**config.mk**
```make
export PLATFORM = sky130hd
export DESIGN_NAME = pcrd_div
export DESIGN_NICKNAME = d
export VERILOG_FILES = /design/src/hdl/pcrd_pkg.sv /design/src/hdl/pcrd_div.sv
export SDC_FILE = /design/constraint.sdc
export NUM_CORES = 2
export LEC_CHECK = 0
export BUFFER_PORTS_ARGS = -buffer_cell sky130_fd_sc_hd__buf_2
export CAP_MARGIN = 20
export CORE_ASPECT_RATIO = 0.6
export CORE_MARGIN = 2
export CORE_UTILIZATION = 49
export DETAILED_ROUTE_END_ITERATION = 8
export PLACE_DENSITY = 0.74
export SYNTH_ARGS = -nofsm -noshare
export SYNTH_HDL_FRONTEND = slang
export SYNTH_SLANG_ARGS = --single-unit
```
**constraint.sdc**
```tcl
create_clock -name clk -period 7.3 [get_ports clk]
set_input_delay 1.46 -clock clk [delete_from_list [all_inputs] [get_ports clk]]
set_output_delay 1.46 -clock clk [all_outputs]
set_load 0.02 [all_outputs]
```
**src/hdl/pcrd_pkg.sv**
```systemverilog
// ----------------------------------------------------------------------------
// pcrd_pkg: shared types and constants for the primary ray direction block
// Payload structs, register indexes, reset values and pipeline depths.
// ----------------------------------------------------------------------------
package pcrd_pkg;

	localparam int FRAC_BITS  = 14;
	localparam int EXT_BITS   = 8;
	localparam int MAX_DIM    = 4096;
	localparam int PIX_W      = 12;
	localparam int DIM_W      = 13;
	localparam int COMP_W     = 16;
	localparam int VEC_W      = 3 * COMP_W;
	localparam int SCL_W      = 16;
	localparam int CFG_IDX_W  = 3;
	localparam int CFG_DATA_W = VEC_W;

	// divide by 16*W or 16*H: numerator, divisor, quotient, remainder
	localparam int NUM_W   = 47;
	localparam int DEN_W   = DIM_W + 4;
	localparam int QUO_W   = 28;
	localparam int REM_W   = DEN_W;
	localparam int DIV_LAT = QUO_W;

	// integer square root of the squared length
	localparam int SUM_W    = 60;
	localparam int ROOT_W   = SUM_W / 2;
	localparam int SREM_W   = ROOT_W + 2;
	localparam int SQRT_LAT = ROOT_W;

	// register indexes
	typedef enum logic [CFG_IDX_W-1:0] {
		REG_FORWARD      = 3'd0,
		REG_RIGHT        = 3'd1,
		REG_UP           = 3'd2,
		REG_HALF_WIDTH   = 3'd3,
		REG_HALF_HEIGHT  = 3'd4,
		REG_FRAME_WIDTH  = 3'd5,
		REG_FRAME_HEIGHT = 3'd6
	} cfg_reg_t;

	localparam logic [VEC_W-1:0] FORWARD_RST = 48'h0000_0000_4000;
	localparam logic [VEC_W-1:0] RIGHT_RST   = 48'h4000_0000_0000;
	localparam logic [VEC_W-1:0] UP_RST      = 48'h0000_4000_0000;
	localparam logic [SCL_W-1:0] HALF_W_RST  = 16'd4096;
	localparam logic [SCL_W-1:0] HALF_H_RST  = 16'd3072;
	localparam logic [DIM_W-1:0] FRAME_W_RST = 13'd640;
	localparam logic [DIM_W-1:0] FRAME_H_RST = 13'd480;

	typedef struct packed {
		logic [PIX_W-1:0] pixel_x;
		logic [PIX_W-1:0] pixel_y;
	} pix_t;

	typedef struct packed {
		logic signed [COMP_W-1:0] dir_x;
		logic signed [COMP_W-1:0] dir_y;
		logic signed [COMP_W-1:0] dir_z;
		logic                     out_of_frame;
	} ray_t;

endpackage

```
**src/hdl/pcrd_div.sv**
```systemverilog
// ----------------------------------------------------------------------------
// pcrd_div: pipelined restoring divider
// One quotient bit per stage; the divisor is static config and is not staged.
// ----------------------------------------------------------------------------
module pcrd_div
	import pcrd_pkg::*;
(
	input  logic             clk,
	input  logic             en,
	input  logic [NUM_W-1:0] num,
	input  logic [DEN_W-1:0] den,
	output logic [QUO_W-1:0] quot
);

	logic [REM_W-1:0] rem_s [DIV_LAT];
	logic [QUO_W-1:0] lo_s  [DIV_LAT];
	logic [QUO_W-1:0] quo_s [DIV_LAT];
	logic [REM_W-1:0] rem_d [DIV_LAT];
	logic [QUO_W-1:0] lo_d  [DIV_LAT];
	logic [QUO_W-1:0] quo_d [DIV_LAT];

	// one shift-compare-subtract per stage
	always_comb begin
		logic [REM_W-1:0] r;
		logic [QUO_W-1:0] lo;
		logic [QUO_W-1:0] qu;
		logic [REM_W:0]   t;
		for (int k = 0; k < DIV_LAT; k++) begin
			if (k == 0) begin
				// top bits are below the divisor for any in-frame pixel
				r  = num[QUO_W+REM_W-1:QUO_W];
				lo = num[QUO_W-1:0];
				qu = '0;
			end else begin
				r  = rem_s[k-1];
				lo = lo_s[k-1];
				qu = quo_s[k-1];
			end
			t = {r, lo[QUO_W-1]};
			if (t >= {1'b0, den}) begin
				rem_d[k] = REM_W'(t - {1'b0, den});
				quo_d[k] = {qu[QUO_W-2:0], 1'b1};
			end else begin
				rem_d[k] = t[REM_W-1:0];
				quo_d[k] = {qu[QUO_W-2:0], 1'b0};
			end
			lo_d[k] = {lo[QUO_W-2:0], 1'b0};
		end
	end

	always_ff @(posedge clk) begin
		if (en) begin
			for (int k = 0; k < DIV_LAT; k++) begin
				rem_s[k] <= rem_d[k];
				lo_s[k]  <= lo_d[k];
				quo_s[k] <= quo_d[k];
			end
		end
	end

	assign quot = quo_s[DIV_LAT-1];

endmodule

```
* After elaboration in Yosys (flattened, before gate mapping)
Memories as Yosys holds them, arrays and structs flattened. Index checks and enable logic that the tools add are counted.
Operators by class: add/subtract/negate cells 28, mux-type cells 58, multiply operators 0, eq/ne operators 0, shift operators 0, reductions and logical operators 0, div/mod/pow operators 0, bitwise operators 0, order comparisons 28
Operator list (number):
- greater-or-equal comparator 18 x 17 -> 1 bit | 28
- 2-to-1 mux 17 bit | 28
- subtractor 17 bit | 28
- 2-to-1 mux 1 bit | 30
Storage, ports and cells: input port bits 66, bits in writable memories 2016, bits in registers 0, memory bits (read-only) 0, latch bits 0, memories kept 3
Memory list:
- quo_s | words 28, width 28, rd ports 28, clocked after memory_dff 0, wr ports 28, line pcrd_div.sv:17 | logic [QUO_W-1:0] quo_s [DIV_LAT];
- lo_s | words 28, width 27, rd ports 27, clocked after memory_dff 0, wr ports 28, line pcrd_div.sv:16 | logic [QUO_W-1:0] lo_s [DIV_LAT];
- rem_s | words 28, width 17, rd ports 27, clocked after memory_dff 0, wr ports 28, line pcrd_div.sv:15 | logic [REM_W-1:0] rem_s [DIV_LAT];

* Depth between registers and ports, before layout
An unclocked memory read counts as a cell.
word-level depth 3, mapped depth 14, mapped depth without buffers 13

* Least setup slack after synthesis
OpenSTA, ideal clock, no wires.
kind input-to-reg, start point in den[1], end point mem rem_s[1][144] in the netlist's numbering (data pin), setup time 260 ps, data required time 7040 ps, setup slack 1679 ps, stages 11, data arrival time 5361 ps, cell sequence inv_1 fa_1 a21o_1 a221oi_1 a211oi_1 nor2_1 a21oi_1 o21ai_0 a22oi_2 buf_4 mux2_2
RTL lines:
- start, declared | line pcrd_div.sv:11 | input logic [DEN_W-1:0] den,
- end, declared | line pcrd_div.sv:15

==> results.cfg <==
[flow_run]
cap_violations = 0

[routing]
viasPerCell = 5.746
dr_wl_met2_um = 51790
firstDrtPassIters = 6
drt_wl_total_um = 127900
highest_layer = met4
drtIter0Drc = 4263
post_drt_wl_per_cell_um = 18.58
vias = 39550
wl_met3_um = 9002
postRouteAntennaNets = 0
met1Wirelength_um = 64180
route.detailed.drc = 0

[outcome]
status = finished clean

[sta]
tns_ps = 0
tightest_slew_ps = 1138
max-slew-margin-rel = 0.2314
finalSetupViolCount = 0
max_freq_mhz = 196.3
period_needed_ps = 5094
final_max_slew_viol_count = 0
post-route-period-util = 0.6978
hold_viol = 0
rsz0062_at_grt = no
setup_ws_ps = 2206
skew_ps = 34.55

[synthesis]
synth_area_leader_cell = edfxtp_1
synth.most_common_cell = edfxtp_1
ys_seq_elements = 1243
yosys-top-cells-area = edfxtp_1 59%, ha_1 9.4%, mux2_2 4.1%, a21oi_1 2.9%, xnor2_1 2.8%
syn-cell-area_um2 = 63350
yosysTopAreaCellShare = 0.5892
synth_cell_types = 84
ys.warnings.count = 0
synth_cells = 4859
synth_edf_count = 1243
synth_common_cells = 1,243 x edfxtp_1, 476 x ha_1, 372 x a21oi_1, 338 x nor2_1, 278 x o21ai_0
synth.avg_cell_area_um2 = 13.04
synth-async-reset-ratio = 0
syn_nets = 5428
synth_ff_type = edfxtp_1
ys_seq_area_frac = 0.5892

[global_route]
grt_pass1_vias = 37170
grt_pass1_wl_um = 202200
grt_max_degree = 194
antenna_found_initial = 0
grt_use_total = 0.1913
grt.overflow.total = 0

[die]
die_w_um = 468.2
die_area_um2 = 132300
initial_core_util = 0.4925
dieHeight_um = 282.5
std_cell_rows = 102
core_area_um2 = 128600
io-pin-count = 94

[power_and_ir_drop]
max-vdd-ir-drop_mv = 0.2346
power.total_mw = 31.02
p_per_area_nw_per_um2 = 440.8
leakagePower_nw = 26.60

[clocking]
clk_pin_slew_worst_paths_ps = 60
cts_buffers = 117
clockBufferDepth = 3
cts_tree = built
ctsHtreeMaxLevel = 3
post-cts-setup-buffers = 0
cts_hold_buf = 0
cts.sinks = 1243
postCtsResizedCells = 0
clk_latency_ps = 750
cts-root-buf = clkbuf_16

[worst_setup_path]
cp_slowest_cell = fa_1
required_ps = 7790
cp-end-kind = register
r2r_start = lo_s[0][161]$_DFFE_PP_
crit_start = den[1]
rr_worst_depth = 13
cp_max_fo = 18
crit_end = rem_s[0][109]$_DFFE_PP_
arrival_ps = 5580
crit_type = input port to register
path_buf_inv = 3
max_stage_delay_ps = 680
r2r_setup_slack_ps = 3170
cp-start-kind = input port
path_cells = buf_2, clkinv_2, fa_1, a21o_1, a21oi_1, o211ai_1, a41oi_2, o21a_1, o21ai_0, a31oi_1, inv_2, mux2_2
cp_top_family = compound AO/OA/AOI/OAI gates
reg2reg_to = rem_s[0][109]$_DFFE_PP_
critical_path_depth = 12

[final_layout]
drive_above_1_share = 0.1240
area_growth_pct = 11.06
final_nets = 5638
antenna_cells = 0
stdcell_area_um2 = 70360
final_util = 0.5470

[place]
post-place-ws_ps = 1501
portBuffers = 91
dpl_cell_area_um2 = 66280
routabilityCongestion = 0.8841
hpwlAfterDp_um = 86290

[hold_path]
hold_class = register to register
-- per-layer routing --
| layer | vias to the layer above | global-route usage |
|---|---|---|
| met5 | - | 0 |
| met4 | 0 | 0.04708 |
| met3 | 209 | 0.03627 |
| met2 | 1179 | 0.2662 |
| met1 | 19080 | 0.3041 |
| li1 | 19090 | - |
-- placed cells by master (no fill, tap or decap), drive strengths merged, types with 26 or more instances in the layout --
cell type	instances
nand2	269
nor2b	62
a21oi	373
or3	35
o21ai	284
a31oi	43
fa	27
o31ai	38
edfxtp	1243
o21bai	54
ha	476
or2	26
a211oi	46
xor2	136
clkinv	49
o211ai	29
nand4	67
clkbuf	139
nor2	338
nor3	94
nand2b	36
inv	173
mux2	240
nand3	59
xnor2	204
o21a	52
a21o	159
buf	155
-- power by group --
group          switching, mW  total (mW)  internal, mW
clock                   2.74        6.42          3.68
combinational           7.21        13.2          5.99
sequential             0.918        11.4          10.5
-- state kept, by name, summed over array words and instances (netlist names) --
signal  count
rem_s     459
lo_s      378
quo_s     406
-- final cells by class --
cell class	instances	area [µm²]
tap	1716	2147
clock inverter	79	989.7
clock buffer	139	3053
fill	10520	58280
sequential	1243	37330
timing repair buffer	155	1057
inverter	171	643.1
multi-input combinational	3381	25150
-- kinds of logic after synthesis --
family / Yosys count / share of synthesized area
AOI/OAI and AO/OA: 1217 / 0.1219
xor gates and xnor gates: 340 / 0.04700
adders and majority gates: 503 / 0.1025
buffers and inverters: 235 / 0.01450
DFF: 1243 / 0.5892
muxes: 260 / 0.04623
and+or+nand+nor: 1061 / 0.07868
-- how the worst min path moves through the flow --
stage / depth (start not counted) / endpoint / from / slack [ps]
finish: 0 / lo_s[0][205]$_DFFE_PP_ / lo_s[0][177]$_DFFE_PP_ / 400
global route: 0 / lo_s[0][161]$_DFFE_PP_ / lo_s[0][133]$_DFFE_PP_ / 410
CTS: 0 / lo_s[0][205]$_DFFE_PP_ / lo_s[0][177]$_DFFE_PP_ / 410
detailed placement: 0 / lo_s[0][133]$_DFFE_PP_ / lo_s[0][105]$_DFFE_PP_ / 400
global placement: 0 / quo_s[1][114]$_DFFE_PP_ / quo_s[1][85]$_DFFE_PP_ / 400
floorplan: 0 / lo_s[0][100]$_DFFE_PP_ / lo_s[0][72]$_DFFE_PP_ / 400
-- per-stage QoR --
| stage | hold WS, ps | instances |
|---|---|---|
| CTS | 406.4 | 6881 |
| floorplan | 400.3 | 4859 |
| global placement | 400.0 | 6663 |
| global route | 408.2 | 6884 |
| detailed placement | 404.5 | 6663 |
| finish | 399.1 | 6884 |
Power figures use the tool's default switching activity.
