==> src/hdl/pcrd_pkg.sv <==
// ----------------------------------------------------------------------------
// pcrd_pkg: shared types and constants for the primary ray direction block
// Payload structs, register indexes, reset values and pipeline depths.
// ----------------------------------------------------------------------------
package pcrd_pkg;

	localparam int FRAC_BITS  = 14;
	localparam int EXT_BITS   = 8;
	localparam int MAX_DIM    = 4096;
	localparam int PIX_W      = 12;
	localparam int DIM_W      = 13;
	localparam int COMP_W     = 16;
	localparam int VEC_W      = 3 * COMP_W;
	localparam int SCL_W      = 16;
	localparam int CFG_IDX_W  = 3;
	localparam int CFG_DATA_W = VEC_W;

	// divide by 16*W or 16*H: numerator, divisor, quotient, remainder
	localparam int NUM_W   = 47;
	localparam int DEN_W   = DIM_W + 4;
	localparam int QUO_W   = 28;
	localparam int REM_W   = DEN_W;
	localparam int DIV_LAT = QUO_W;

	// integer square root of the squared length
	localparam int SUM_W    = 60;
	localparam int ROOT_W   = SUM_W / 2;
	localparam int SREM_W   = ROOT_W + 2;
	localparam int SQRT_LAT = ROOT_W;

	// register indexes
	typedef enum logic [CFG_IDX_W-1:0] {
		REG_FORWARD      = 3'd0,
		REG_RIGHT        = 3'd1,
		REG_UP           = 3'd2,
		REG_HALF_WIDTH   = 3'd3,
		REG_HALF_HEIGHT  = 3'd4,
		REG_FRAME_WIDTH  = 3'd5,
		REG_FRAME_HEIGHT = 3'd6
	} cfg_reg_t;

	localparam logic [VEC_W-1:0] FORWARD_RST = 48'h0000_0000_4000;
	localparam logic [VEC_W-1:0] RIGHT_RST   = 48'h4000_0000_0000;
	localparam logic [VEC_W-1:0] UP_RST      = 48'h0000_4000_0000;
	localparam logic [SCL_W-1:0] HALF_W_RST  = 16'd4096;
	localparam logic [SCL_W-1:0] HALF_H_RST  = 16'd3072;
	localparam logic [DIM_W-1:0] FRAME_W_RST = 13'd640;
	localparam logic [DIM_W-1:0] FRAME_H_RST = 13'd480;

	typedef struct packed {
		logic [PIX_W-1:0] pixel_x;
		logic [PIX_W-1:0] pixel_y;
	} pix_t;

	typedef struct packed {
		logic signed [COMP_W-1:0] dir_x;
		logic signed [COMP_W-1:0] dir_y;
		logic signed [COMP_W-1:0] dir_z;
		logic                     out_of_frame;
	} ray_t;

endpackage

==> src/hdl/pcrd_isqrt.sv <==
// ----------------------------------------------------------------------------
// pcrd_isqrt: pipelined floor integer square root
// Digit-by-digit method, one root bit per stage.
// ----------------------------------------------------------------------------
module pcrd_isqrt
	import pcrd_pkg::*;
(
	input  logic              clk,
	input  logic              en,
	input  logic [SUM_W-1:0]  sum,
	output logic [ROOT_W-1:0] root
);

	logic [SREM_W-1:0] rem_s  [SQRT_LAT];
	logic [ROOT_W-1:0] root_s [SQRT_LAT];
	logic [SUM_W-1:0]  lo_s   [SQRT_LAT];
	logic [SREM_W-1:0] rem_d  [SQRT_LAT];
	logic [ROOT_W-1:0] root_d [SQRT_LAT];
	logic [SUM_W-1:0]  lo_d   [SQRT_LAT];

	// bring down two bits, try 4*root+1
	always_comb begin
		logic [SREM_W-1:0] r;
		logic [ROOT_W-1:0] rt;
		logic [SUM_W-1:0]  lo;
		logic [SREM_W+1:0] t;
		logic [SREM_W+1:0] trial;
		for (int k = 0; k < SQRT_LAT; k++) begin
			if (k == 0) begin
				r  = '0;
				rt = '0;
				lo = sum;
			end else begin
				r  = rem_s[k-1];
				rt = root_s[k-1];
				lo = lo_s[k-1];
			end
			t     = {r, lo[SUM_W-1:SUM_W-2]};
			trial = {2'b00, rt, 2'b01};
			if (t >= trial) begin
				rem_d[k]  = SREM_W'(t - trial);
				root_d[k] = {rt[ROOT_W-2:0], 1'b1};
			end else begin
				rem_d[k]  = t[SREM_W-1:0];
				root_d[k] = {rt[ROOT_W-2:0], 1'b0};
			end
			lo_d[k] = {lo[SUM_W-3:0], 2'b00};
		end
	end

	always_ff @(posedge clk) begin
		if (en) begin
			for (int k = 0; k < SQRT_LAT; k++) begin
				rem_s[k]  <= rem_d[k];
				root_s[k] <= root_d[k];
				lo_s[k]   <= lo_d[k];
			end
		end
	end

	assign root = root_s[SQRT_LAT-1];

endmodule

==> config.mk <==
export PLATFORM = sky130hd
export DESIGN_NAME = pcrd_isqrt
export DESIGN_NICKNAME = d
export VERILOG_FILES = /design/src/hdl/pcrd_pkg.sv /design/src/hdl/pcrd_isqrt.sv
export SDC_FILE = /design/constraint.sdc
export NUM_CORES = 2
export LEC_CHECK = 0
export BUFFER_PORTS_ARGS = -buffer_cell sky130_fd_sc_hd__buf_2
export CAP_MARGIN = 0
export CORE_MARGIN = 3
export CORE_UTILIZATION = 35
export DETAILED_ROUTE_END_ITERATION = 10
export SLEW_MARGIN = 20
export SYNTH_ARGS = -nofsm -noshare
export SYNTH_HDL_FRONTEND = slang
export SYNTH_SLANG_ARGS = --single-unit
==> constraint.sdc <==
create_clock -name clk -period 3.32 [get_ports clk]
set_input_delay 0.664 -clock clk [delete_from_list [all_inputs] [get_ports clk]]
set_output_delay 0.664 -clock clk [all_outputs]
set_load 0.05 [all_outputs]
-- After elaboration in Yosys (flattened, before gate mapping)
Memories as Yosys holds them, arrays and structs flattened.
Index checks and enable logic that the tools add are counted.
- register bits: 0
- latch bits: 0
- memory bits (writable): 3600
- bits in read-only memories: 0
- bits of input ports: 62
- output and inout port bits: 30
- logic and storage cells: 125
- memories: 3
- memories (name ; words ; bits a word ; read ports ; clocked after Yosys merged registers in ; wr ports ; line ; text):
    lo_s ; 30 ; 58 ; 29 ; 0 ; 30 ; pcrd_isqrt.sv:16 ; logic [SUM_W-1:0] lo_s [SQRT_LAT];
    rem_s ; 30 ; 32 ; 29 ; 0 ; 30 ; pcrd_isqrt.sv:14 ; logic [SREM_W-1:0] rem_s [SQRT_LAT];
    root_s ; 30 ; 30 ; 30 ; 0 ; 30 ; pcrd_isqrt.sv:15 ; logic [ROOT_W-1:0] root_s [SQRT_LAT];
- add/subtract/negate cells: 30
- multipliers: 0
- div/mod/pow operators: 0
- order comparisons: 30
- equality and inequality tests: 0
- shifts and indexed selects: 0
- mux-type cells: 62
- bitwise operators: 0
- reduce and logical (&&, ||, !) cells: 0
- operators by type and width (kind ; number):
    >= comparator 34 x 32 -> 1 bit ; 29
    2-to-1 mux 32 bit ; 30
    subtractor 32 bit ; 29
    2-to-1 mux 1 bit ; 32
    subtractor 2 x 1 -> 3 bit (second input constant) ; 1
    >= comparator 2 x 1 -> 1 bit (second input constant) ; 1

-- Logic depth before layout (Yosys ltp)
An unclocked memory read counts as a cell.
- depth after elaboration: 3
- mapped depth: 15
- depth with buffers taken out: 13

-- Worst setup path after synthesis
Ideal clock, no wire load.
- kind: register to register
- start point: memory rem_s[1][256] in the netlist's numbering
- end point: memory rem_s[1][293] in the netlist's numbering (data pin)
- setup time: 0.262 ns
- arrival: 3.167 ns
- required time: 3.058 ns
- path slack: -0.109 ns
- stages on the path, launching flop included: 11
- path buffers: 1
- period minus slack after synthesis: 3.429 ns
- path through: edfxtp_1 -> ha_1 -> nor2b_1 -> o31a_1 -> or4b_1 -> a221o_1 -> a221o_1 -> o31ai_4 -> a21oi_2 -> buf_2 -> mux2_1
- RTL lines (element ; line):
    start: declaration ; pcrd_isqrt.sv:14

==> results.toml <==
[routing]
drt_first_iter_violations = 3908
met2_wirelength_um = 112000
mean_routed_wirelength_per_cell_um = 17.2
number_of_optimization_iterations_in_the_first_detailed_route_pass = 6
top_layer_used = "met4"
drc_markers = 0
per_cell_via_count_in_the_routed_design = 4.93
wl_um = 221000
postRouteAntennaNets = 0
route.vias.total = 63286
met3WireLength_um = 7860
routedLengthMet1_um = 94000

[floorplan]
design.die.area_um2 = 301000
start_util = 0.353
ios = 92
core_um2 = 292000
die_height_um = 548
chipWidth_um = 548
std_cell_rows = 198

[synth]
netlist_area_um2 = 103000
netlist-cell-type-count = 93
synthCells = 7907
synth_fp_nets = 8465
synth_top_flop_cell = "sky130_fd_sc_hd__edfxtp_1"
edff_count_synth = 2217
synthesis.yosys.warnings = 0
avgSynthCellArea_um2 = 13.0
ys_ff_latch = 2217
async_set_or_reset_register_ratio_after_synthesis = 0
synth_seq_area_share = 0.647

[power_and_ir_drop]
clockPowerShare = 0.332
power-per-cell-area_nw_per_um2 = 665
total_switching_power_w = 0.0229
swShare = 0.280
seq_power_share = 0.459
comb_power_share = 0.209
irDropWorstVdd_mv = 0.464
p_total_w = 0.0818
p_leak_nw = 47.1
p_int_w = 0.0589

[setup_path]
worstRegToRegCells = 11
crit_fanout = 18
worst_setup_path_startpoint = "root_s[1][240]"
timing_worst_setup_path_type = "flop to flop"
critical_path.endpoint = "rem_s[1][293]"
r2r_start = "root_s[1][240]"
data_required_time_at_the_worst_endpoint_ns = 3.94
regToRegEndpoint = "rem_s[1][293]"
worstSetupStartpointType = "flop"
setup.worst_path.end_class = "flop"
cp_data_arrival_time_ns = 4.05
r2r_setup_slack_ns = -0.10

[final_layout]
final-seq-area_um2 = 66600
final_core_util = 0.422
postLayoutCellArea_um2 = 123000
drive_above_1_share = 0.158
num-nets-final = 9294
post_layout_nonfiller_instances = 12839
multiInputGateArea_um2 = 35000
fillerInstances = 26820
synth_to_layout_area_growth_pct = 19.6

[sta]
timing.fmax_ghz = 0.292
worstMarginPinSlew_ns = 0.863
worst_slack_ns = -0.104
timing.max_slew.rel_slack = 0.420
post-route-period-util = 1.03
finalMaxSlewViolations = 0
finalHoldViolCount = 0
report.final.setup_viol = 30
period_needed_ns = 3.42
skew_ns = 0.0663
grt_setup_unrepaired = "yes"

[placed_design]
finalWeightedCongestion = 0.864
placement.io_buffers = 91
dpl_wire_length_um = 159000
place_area_um2 = 112000
dp.cells = 12273
dpl_worst_slack_ns = -0.268

[clock_network]
cts_tree = "yes"
clock_sink_count = 2217
root_buffer = "sky130_fd_sc_hd__clkbuf_16"
cts_made_buffers = 244
clock_insertion_delay_worst_skew_ns = 0.89
cts-htree-levels = 4
worst_setup_hold_path_clk_slew_ns = 0.06
cts-root-to-sink-buffers = 4

[global_route]
grt_start_max_net_pins = 105
first_global_vias = 63672
globalRoute.totalOverflow = 0
grtUsageTotal = 0.143
antenna_violations_before_repair = 1
global_route_wire_length_before_repair_um = 348000

[hold_path]
min_path_type = "input pin to flop"

[outcome]
run_status = "complete, but fails checks"
failed_checks = "setup timing"

[run]
maxCapViolCount = 0
==> state kept, by name (all words and copies together), names as in the netlist <==
name and cells:
rem_s 882, lo_s 870, root_s 465
==> layout by cell type (no fill, tap or decap), types with 32 or more instances in the layout <==
| cell type | count |
|---|---|
| sky130_fd_sc_hd__clkinv_2 | 46 |
| sky130_fd_sc_hd__clkinv_1 | 46 |
| sky130_fd_sc_hd__nor3_1 | 206 |
| sky130_fd_sc_hd__inv_1 | 599 |
| sky130_fd_sc_hd__clkbuf_16 | 250 |
| sky130_fd_sc_hd__or2_2 | 41 |
| sky130_fd_sc_hd__a31oi_1 | 34 |
| sky130_fd_sc_hd__edfxtp_1 | 2217 |
| sky130_fd_sc_hd__nand4_1 | 68 |
| sky130_fd_sc_hd__dlygate4sd3_1 | 60 |
| sky130_fd_sc_hd__buf_4 | 505 |
| sky130_fd_sc_hd__buf_12 | 51 |
| sky130_fd_sc_hd__nand2b_1 | 103 |
| sky130_fd_sc_hd__o21ai_0 | 364 |
| sky130_fd_sc_hd__and3_1 | 38 |
| sky130_fd_sc_hd__mux2_2 | 65 |
| sky130_fd_sc_hd__nor2b_1 | 83 |
| sky130_fd_sc_hd__nor4_1 | 70 |
| sky130_fd_sc_hd__and2_1 | 32 |
| sky130_fd_sc_hd__nand2_1 | 518 |
| sky130_fd_sc_hd__o21a_1 | 94 |
| sky130_fd_sc_hd__a21oi_1 | 494 |
| sky130_fd_sc_hd__o21bai_1 | 35 |
| sky130_fd_sc_hd__o31ai_1 | 39 |
| sky130_fd_sc_hd__ha_1 | 483 |
| sky130_fd_sc_hd__or3_1 | 74 |
| sky130_fd_sc_hd__nand3_1 | 98 |
| sky130_fd_sc_hd__a21o_1 | 200 |
| sky130_fd_sc_hd__nor2_1 | 452 |
| sky130_fd_sc_hd__buf_2 | 90 |
| sky130_fd_sc_hd__xnor2_1 | 380 |
| sky130_fd_sc_hd__or4_1 | 41 |
| sky130_fd_sc_hd__bufinv_16 | 33 |
| sky130_fd_sc_hd__xor2_1 | 353 |
==> power by group through the flow <==
stage                     Clock, W  Combinational (W)  Sequential [W]
after floorplan                  0             0.0110          0.0371
after global placement           0             0.0160          0.0381
after detailed placement         0             0.0162          0.0381
after CTS                   0.0282             0.0165          0.0376
after global routing        0.0293             0.0189          0.0379
final                       0.0272             0.0171          0.0376
==> stage by stage <==
| step | TNS, ns | hold slack, ns |
|---|---|---|
| finish | -1.63 | 0.235 |
| detailed placement | -8.43 | 0.405 |
| CTS | -1.86 | 0.173 |
| global placement | -5.59 | 0.400 |
| floorplan | -0.0234 | 0.400 |
| global route | -7.12 | 0.184 |
==> critical path, stage by stage, from the launching register on <==
cell                       delay [ns]
sky130_fd_sc_hd__edfxtp_1        0.40
sky130_fd_sc_hd__inv_2           0.09
sky130_fd_sc_hd__ha_4            0.20
sky130_fd_sc_hd__nor2b_4         0.12
sky130_fd_sc_hd__o31a_1          0.25
sky130_fd_sc_hd__or4b_1          0.49
sky130_fd_sc_hd__a221o_1         0.35
sky130_fd_sc_hd__a221o_1         0.39
sky130_fd_sc_hd__o31ai_4         0.27
sky130_fd_sc_hd__a21oi_4         0.12
sky130_fd_sc_hd__buf_12          0.18
sky130_fd_sc_hd__mux2_4          0.29
==> Yosys cell counts (11+ instances only) <==
cell,number,area (µm²)
sky130_fd_sc_hd__nand2b_1,106,663
sky130_fd_sc_hd__o2111ai_1,15,131
sky130_fd_sc_hd__o211ai_1,27,203
sky130_fd_sc_hd__or3_1,86,538
sky130_fd_sc_hd__edfxtp_1,2217,66600
sky130_fd_sc_hd__xor2_1,353,3090
sky130_fd_sc_hd__xnor2_1,385,3370
sky130_fd_sc_hd__and3_1,40,250
sky130_fd_sc_hd__nor2b_1,87,544
sky130_fd_sc_hd__o21ai_0,401,2010
sky130_fd_sc_hd__mux2_2,65,732
sky130_fd_sc_hd__a211o_1,17,149
sky130_fd_sc_hd__a21oi_1,511,2560
sky130_fd_sc_hd__ha_1,496,6210
sky130_fd_sc_hd__inv_1,603,2260
sky130_fd_sc_hd__o31a_1,12,105
sky130_fd_sc_hd__o31ai_1,50,375
sky130_fd_sc_hd__and2_1,33,206
sky130_fd_sc_hd__or2_2,41,257
sky130_fd_sc_hd__mux2i_1,15,150
sky130_fd_sc_hd__clkbuf_1,125,469
sky130_fd_sc_hd__nor2_1,475,1780
sky130_fd_sc_hd__buf_2,11,55.1
sky130_fd_sc_hd__a211oi_1,39,293
sky130_fd_sc_hd__nor4_1,94,588
sky130_fd_sc_hd__nand2_1,530,1990
sky130_fd_sc_hd__nand3b_1,25,188
sky130_fd_sc_hd__o21bai_1,36,270
sky130_fd_sc_hd__and4_1,13,114
sky130_fd_sc_hd__a21boi_0,23,173
sky130_fd_sc_hd__o21a_1,95,713
sky130_fd_sc_hd__nand3_1,101,505
sky130_fd_sc_hd__or4_1,45,338
sky130_fd_sc_hd__nand4_1,68,425
sky130_fd_sc_hd__nor3_1,226,1130
sky130_fd_sc_hd__a31oi_1,44,275
sky130_fd_sc_hd__a21o_1,201,1510
==> worst min-delay path by stage <==
stage / end / start / depth (start not counted)
global placement: lo_s[0][566] / lo_s[0][506] / 0
global route: lo_s[0][27] / en / 1
floorplan: lo_s[0][100] / lo_s[0][40] / 0
detailed placement: lo_s[0][200] / lo_s[0][140] / 0
finish: lo_s[0][27] / en / 1
CTS: lo_s[0][27] / en / 1
==> layer usage <==
layer | vias to the layer above | GRT usage
met5 | - | 0
met4 | 0 | 0.0486
met3 | 419 | 0.0196
met2 | 1162 | 0.253
met1 | 30714 | 0.177
li1 | 30991 | -
==> logic make-up after synthesis <==
family,synth area share
muxes,0.00879
other,0.0000364
adders and majority gates,0.0603
buffers and inverters,0.0279
DFF,0.647
AOI/OAI and AO/OA,0.0959
and+or+nand+nor,0.0974
xor gates and xnor gates,0.0628
==> cell type report <==
cell class | instances | share of cell area
Inverter | 610 | 0.0187
Tap cell | 3900 | 0.0396
Sequential cell | 2217 | 0.541
Antenna cell | 2 | 0.0000407
Multi-Input combinational cell | 4932 | 0.284
Clock inverter | 171 | 0.0153
Clock buffer | 276 | 0.0508
Timing Repair Buffer | 731 | 0.0508
==> what timing repair did <==
item                       4_1_cts  5_1_grt
cloned                           2        5
buffers inserted                 9       42
setup endpoints to repair      175      459
pin swaps                       16       58
hold buffers                    60        0
hold endpoints to repair        61        0
gates resized for setup         78      267
(Power assumes the default switching activity.)
